## src/rtl/adfp_pkg.sv

```systemverilog
`timescale 1ns / 1ps
// shared constants, result type and byte decode functions for the air data frame parser
// no dependencies
package adfp_pkg;

	localparam int unsigned HEX_DIGITS_DEF = 8;
	localparam int unsigned POS_W          = 4;
	localparam int unsigned COUNT_W        = 4;
	localparam int unsigned CHAN_W         = 4;
	localparam int unsigned WORD_W         = 32;

	localparam logic [7:0] START_A     = 8'h01;
	localparam logic [7:0] START_B     = 8'h02;
	localparam logic [7:0] START_C     = 8'h03;
	localparam logic [7:0] RETURN_BYTE = 8'h0D;

	localparam logic [COUNT_W-1:0] BATCH_RESET = 4'd12;

	localparam logic [1:0] CODE_A = 2'd1;
	localparam logic [1:0] CODE_B = 2'd2;
	localparam logic [1:0] CODE_C = 2'd3;

	localparam logic [CHAN_W-1:0] CHAN_CR      = 4'd9;
	localparam logic [CHAN_W-1:0] CHAN_QCR     = 4'd10;
	localparam logic [CHAN_W-1:0] CHAN_PSR     = 4'd11;
	localparam logic [CHAN_W-1:0] CHAN_UNKNOWN = 4'd12;

	typedef struct packed {
		logic [CHAN_W-1:0] channel;
		logic [WORD_W-1:0] raw_word;
		logic              batch_end;
	} frame_result_t;

	// bit 4 set means not a hex digit
	function automatic logic [4:0] hex_value(input logic [7:0] b);
		logic [4:0] v;
		v = 5'h10;
		if (b >= 8'h30 && b <= 8'h39) begin
			v = {1'b0, b[3:0]};
		end else if ((b >= 8'h61 && b <= 8'h66) || (b >= 8'h41 && b <= 8'h46)) begin
			v = {1'b0, b[3:0] + 4'd9};
		end
		return v;
	endfunction

	function automatic logic [CHAN_W-1:0] channel_of(input logic [1:0] start,
			input logic [3:0] label);
		logic [CHAN_W-1:0] c;
		c = CHAN_UNKNOWN;
		case (start)
			CODE_A: begin
				if (label >= 4'd1 && label <= 4'd9) c = label - 4'd1;
			end
			CODE_B: begin
				c = CHAN_CR;
			end
			CODE_C: begin
				if (label == 4'd1) c = CHAN_QCR;
				else if (label == 4'd2) c = CHAN_PSR;
			end
			default: begin
				c = CHAN_UNKNOWN;
			end
		endcase
		return c;
	endfunction

endpackage

```

## src/rtl/adfp_frame_unit.sv

```systemverilog
`timescale 1ns / 1ps
// frame state, hex gathering and batch counting for one byte per step
// depends on adfp_pkg
module adfp_frame_unit #(
	parameter int unsigned HEX_DIGITS = adfp_pkg::HEX_DIGITS_DEF
) (
	input  logic                          clk,
	input  logic                          arst_n,
	input  logic                          step,
	input  logic [7:0]                    rx_byte,
	input  logic [adfp_pkg::COUNT_W-1:0]  batch_length,
	output logic                          produce,
	output adfp_pkg::frame_result_t       result
);
	import adfp_pkg::*;

	localparam logic [POS_W-1:0] LAST_POS = POS_W'(HEX_DIGITS + 2);

	logic [POS_W-1:0]   pos_q;
	logic [1:0]         start_q;
	logic [3:0]         label_q;
	logic [WORD_W-1:0]  acc_q;
	logic               stopped_q;
	logic [COUNT_W-1:0] count_q;

	logic               is_start;
	logic               is_return;
	logic [4:0]         hv;
	logic [COUNT_W-1:0] count_next;
	logic               end_hit;

	assign is_start   = (rx_byte == START_A) || (rx_byte == START_B) || (rx_byte == START_C);
	assign is_return  = (rx_byte == RETURN_BYTE);
	assign hv         = hex_value(rx_byte);
	assign produce    = !is_start && (pos_q == LAST_POS) && is_return;
	assign count_next = count_q + COUNT_W'(1);
	assign end_hit    = (count_next == batch_length);

	assign result.channel   = channel_of(start_q, label_q);
	assign result.raw_word  = acc_q;
	assign result.batch_end = end_hit;

	always_ff @(posedge clk or negedge arst_n) begin
		if (!arst_n) begin
			pos_q     <= '0;
			start_q   <= '0;
			label_q   <= '0;
			acc_q     <= '0;
			stopped_q <= 1'b0;
			count_q   <= '0;
		end else if (step) begin
			if (is_start) begin
				start_q   <= rx_byte[1:0];
				label_q   <= '0;
				acc_q     <= '0;
				stopped_q <= 1'b0;
				pos_q     <= POS_W'(1);
			end else if (pos_q == '0) begin
				pos_q <= '0;
			end else if (pos_q == LAST_POS) begin
				pos_q <= '0;
				if (is_return) count_q <= end_hit ? '0 : count_next;
			end else if (is_return) begin
				pos_q <= '0;
			end else begin
				if (pos_q == POS_W'(1)) begin
					label_q <= rx_byte[3:0];
				end else if (!stopped_q) begin
					if (hv[4]) stopped_q <= 1'b1;
					else acc_q <= {acc_q[WORD_W-5:0], hv[3:0]};
				end
				pos_q <= pos_q + POS_W'(1);
			end
		end
	end

endmodule

```

## src/rtl/air_data_frame_parser_core.sv

```systemverilog
`timescale 1ns / 1ps
// Air data frame parser: takes one serial byte per word on the input channel and returns one
// result word (channel code, raw 32-bit hex value, batch end mark) for every complete frame,
// that is a start byte 0x01/0x02/0x03, a label byte, HEX_DIGITS hex characters and a carriage
// return. Each byte passes through the input register, then the frame update that loads the
// result register, and a new byte is taken every cycle; the only thing that stops intake
// is a frame-completing byte meeting a full result register that the sink has not taken.
// The user writes batch_length through the cfg port only while the block is idle (not enforced).
// depends on adfp_pkg and adfp_frame_unit
module air_data_frame_parser_core #(
	parameter int unsigned HEX_DIGITS = adfp_pkg::HEX_DIGITS_DEF
) (
	input  logic                          clk,
	input  logic                          arst_n,
	// byte input
	input  logic                          in_valid,
	output logic                          in_ready,
	input  logic [7:0]                    rx_byte,
	// result output
	output logic                          out_valid,
	input  logic                          out_ready,
	output logic [adfp_pkg::CHAN_W-1:0]   channel,
	output logic [adfp_pkg::WORD_W-1:0]   raw_word,
	output logic                          batch_end,
	// batch length register write
	input  logic                          cfg_valid,
	output logic                          cfg_ready,
	input  logic [adfp_pkg::COUNT_W-1:0]  batch_length
);
	import adfp_pkg::*;

	// input stage
	logic               valid_s1;
	logic [7:0]         byte_s1;

	// batch length register
	logic [COUNT_W-1:0] batch_length_q;

	// result register
	logic               out_valid_q;
	frame_result_t      result_q;

	logic               produce;
	logic               advance;
	frame_result_t      result;

	// the stage-1 byte moves on unless it finishes a frame while the result slot is still full
	assign advance   = valid_s1 && (!produce || !out_valid_q || out_ready);
	assign in_ready  = !valid_s1 || advance;
	assign cfg_ready = 1'b1;

	always_ff @(posedge clk or negedge arst_n) begin
		if (!arst_n) begin
			valid_s1 <= 1'b0;
		end else if (in_ready) begin
			valid_s1 <= in_valid;
		end
	end

	// byte payload, no reset needed
	always_ff @(posedge clk) begin
		if (in_valid && in_ready) begin
			byte_s1 <= rx_byte;
		end
	end

	always_ff @(posedge clk or negedge arst_n) begin
		if (!arst_n) begin
			batch_length_q <= BATCH_RESET;
		end else if (cfg_valid && cfg_ready) begin
			batch_length_q <= batch_length;
		end
	end

	// frame tracking and counting
	adfp_frame_unit #(
		.HEX_DIGITS(HEX_DIGITS)
	) u_frame (
		.clk          (clk),
		.arst_n       (arst_n),
		.step         (advance),
		.rx_byte      (byte_s1),
		.batch_length (batch_length_q),
		.produce      (produce),
		.result       (result)
	);

	// result slot: loads on a completed frame, clears once the sink takes it
	always_ff @(posedge clk or negedge arst_n) begin
		if (!arst_n) begin
			out_valid_q <= 1'b0;
		end else if (advance && produce) begin
			out_valid_q <= 1'b1;
		end else if (out_ready) begin
			out_valid_q <= 1'b0;
		end
	end

	always_ff @(posedge clk) begin
		if (advance && produce) begin
			result_q <= result;
		end
	end

	assign out_valid = out_valid_q;
	assign channel   = result_q.channel;
	assign raw_word  = result_q.raw_word;
	assign batch_end = result_q.batch_end;

endmodule

```

## config.mk

```make
export PLATFORM = sky130hd
export DESIGN_NAME = air_data_frame_parser_core
export DESIGN_NICKNAME = d
export VERILOG_FILES = /design/src/rtl/adfp_pkg.sv /design/src/rtl/adfp_frame_unit.sv /design/src/rtl/air_data_frame_parser_core.sv
export SDC_FILE = /design/constraint.sdc
export NUM_CORES = 1
export LEC_CHECK = 0
export BUFFER_PORTS_ARGS = -buffer_cell sky130_fd_sc_hd__buf_4
export CORE_ASPECT_RATIO = 2
export CORE_MARGIN = 1.5
export CORE_UTILIZATION = 50
export DETAILED_ROUTE_END_ITERATION = 10
export MAX_ROUTING_LAYER = met4
export PLACE_DENSITY = 0.73
export SYNTH_ARGS = -nofsm -noshare
export SYNTH_HDL_FRONTEND = slang
export SYNTH_HIERARCHICAL = 1
export SYNTH_SLANG_ARGS = --single-unit
```

## constraint.sdc

```tcl
create_clock -name clk -period 4.6 [get_ports clk]
set_clock_uncertainty 0.15 [all_clocks]
set_input_delay 0.23 -clock clk [delete_from_list [all_inputs] [get_ports clk]]
set_output_delay 0.23 -clock clk [all_outputs]
set_load 0.1 [all_outputs]
```

==> metrics.cfg <==
[sta]
slew_headroom = 0.312
min_period_over_period = 0.775
tightest_slew_ns = 1.03
fin_crit_ns = 3.57
setup_tns_ns = 0
rsz0062_at_grt = no
finalHoldViolations = 0
final_max_slew_viol_count = 0
clock.fmax_mhz = 280
finalSetupViolCount = 0

[yosys]
synth_edf_count = 45
synth_area_um2 = 4000
syn-instance-count = 281
ys_ff_latch = 98
synth_ff_type = dfrtp_1
syn_nets = 310
avgSynthCellArea_um2 = 14.2
ys_seq_area_frac = 0.670
ys_async_sr_fraction = 0.541
post_synth_num_cell_types = 50
yosys_warnings = 6

[floorplanning]
fp.dieH_um = 130
rows = 46
core_um2 = 7830
die_x_um = 66.3
die_area_um2 = 8580
io_pins = 57
start_util = 0.511

[detailed_routing]
drt_pass1_iterations = 4
drt_iter0_drc = 179
drt-wirelength-per-cell_um = 15.5
num_vias = 2470
drt_wl_total_um = 7010
drtAntennaViolNets = 0
drc = 0
viasPerCell = 5.46

[grt]
grt_util_met3 = 0.0417
grt_util_met1 = 0.228
grt_pass1_wl_um = 11700
grt-ovfl-total = 0
antenna_found_initial = 0
grt_pass1_vias = 2426
grt_max_degree = 54
grt_usage = 0.189
grt_util_met2 = 0.296
top_usage_layer = met2

[cells_and_area]
nNetsFinal = 380
multi_input_area_um2 = 1230
n_antenna_cell = 0
syn_to_final_growth_pct = 23.9
fill_cells = 612
drive_gt1_frac = 0.261
final_util = 0.633
instances_no_fill = 452
seq_area_um2 = 2680

[setup_path]
cp_max_fo = 31
worstPathArrival_ns = 3.64
end_kind = flip-flop
startpoint_type = flip-flop
r2r_cells = 8
cp.required_ns = 4.68
path_class = flip-flop to flip-flop

[min_path]
hold_path.class = input pin to flip-flop
min_path_cells = 2

[clock_network]
cts_buffers = 9
cts_max_level = 3
clk_transition_reported_paths_ns = 0.07
cts_tree = done
cts_root_buffer = clkbuf_16
clk_latency_ns = 0.34
numClockSinks = 98
ctsLongestPathBuffers = 2
cts_setup_buffers = 0

[power_and_ir_drop]
ir_worst_vdd_uv = 262
power_leakage_nw = 2.20
p_per_area_nw_per_um2 = 417

[place]
dp_hpwl_um = 4710
placedCellCount = 421
place.gp.congestion = 0.818
port_buffers = 55

[run_status]
status = finished clean

[job]
drv_cap = 0

power by group:
part	switching, mW	internal, mW
combinational	0.135	0.130
sequential	0.0615	0.964
clock	0.339	0.437
registers in the layout, summed over array words and instances (netlist names):
name	cells
batch_end	1
u_frame/count_q	4
u_frame/stopped_q	1
u_frame/acc_q	32
out_valid	1
u_frame/start_q	2
valid_s1	1
batch_length_q	4
byte_s1	8
raw_word	32
u_frame/label_q	4
u_frame/pos_q	4
channel	4
per-stage QoR:
stage	worst slack (ns)	area (um2)	hold slack, ns	total power, mW
2_1_floorplan	0.901	4000	-0.216	1.23
3_3_place_gp	1.17	4490	0.150	1.29
4_1_cts	1.02	4960	0.000624	2.09
5_1_grt	0.664	4960	0.0188	2.17
3_5_place_dp	1.05	4490	0.157	1.30
6_report	1.03	4960	0.0142	2.07
worst max-delay path, stage by stage, from the launching register on:
cell and delay, ns:
edfxtp_1 0.40, or4_4 0.58, nor3_1 0.55, a21boi_0 0.42
o21ai_0 0.33, a21o_1 0.21, a31o_1 0.12, buf_4 0.31
mux2_2 0.37
layout make-up:
cell class | count | area share
inverters | 9 | 0.00681
clock buffers | 9 | 0.0454
well taps | 96 | 0.0242
clock inverters | 7 | 0.0189
multi-input cells | 161 | 0.248
flip-flops and latches | 98 | 0.540
repair buffers | 72 | 0.117
layer usage:
metal  share of wire  vias up
met5               0        -
met4           0.027        0
met3           0.037       17
met2            0.51       63
met1            0.42     1199
li1                -     1191
cell usage in the layout (no fill, tap or decap), types with 3 or more instances in the layout:
master         instances
inv_1                  9
dlygate4sd3_1         15
nor2_1                 6
nand2_1               16
o21ai_0               12
a22o_1                31
nor3_1                 7
a21oi_1                5
buf_4                 57
xnor2_1                8
nand2b_1               4
clkbuf_16              9
edfxtp_1              45
ha_1                  12
dfrtp_1               51
xor2_1                 3
mux2_2                 7
nand3_1                8
cells by family (layout without fill, tap and decap cells):
family / count (synthesis) / in the layout / share of synthesized area
xor gates and xnor gates: 11 / 11 / 0.0241
AOI/OAI and AO/OA: 69 / 69 / 0.131
and+or+nand+nor: 58 / 58 / 0.0826
other: 1 / 1 / 0.000937
muxes: 10 / 10 / 0.0278
adders and majority gates: 12 / 12 / 0.0375
buffers and inverters: 22 / 97 / 0.0263
DFF: 98 / 98 / 0.670
timing repair:
item	CTS	global route
hold endpoints to repair	64	0
hold buffers	15	0
gates resized for setup	0	0
final timing paths:
check	slack, ns	startpoint	endpoint
min	0.01	cfg_valid	batch_length_q[2]$_DFFE_PN1P_
min reg2reg	0.31	u_frame/acc_q[31]$_DFFE_PN0P_	raw_word[31]$_DFFE_PP_
max in group asynchronous	3.56	arst_n	u_frame/label_q[2]$_DFFE_PN0P_
max reg2reg	1.03	byte_s1[5]$_DFFE_PP_	u_frame/acc_q[1]$_DFFE_PN0P_
min in group asynchronous	0.30	arst_n	batch_length_q[1]$_DFFE_PN0P_
max	1.03	byte_s1[5]$_DFFE_PP_	u_frame/acc_q[1]$_DFFE_PN0P_
synth_stat cells, types with 2 or more instances:
master    number  area (um2)
inv_1          9        33.8
edfxtp_1      45        1350
ha_1          12         150
xor2_1         3        26.3
nor2_1         7        26.3
a22o_1        31         272
nor3_1         7        35.0
o21ai_0       12        60.1
or4_1          2        15.0
xnor2_1        8        70.1
buf_2          6        30.0
and3_1         2        12.5
o31ai_1        2        15.0
mux2_2         7        78.8
a211o_1        2        17.5
buf_4          2        15.0
dfrtp_1       51        1280
o22ai_1        2        12.5
o21bai_1       2        15.0
dfstp_2        2        52.6
nand2b_1       4        25.0
or4b_2         2        20.0
clkbuf_1       4        15.0
mux2_1         2        22.5
nor2b_1        2        12.5
a21o_1         2        15.0
a21oi_1        6        30.0
nand2_1       16        60.1
nand3_1        8        40.0
(Power assumes the default switching activity.)
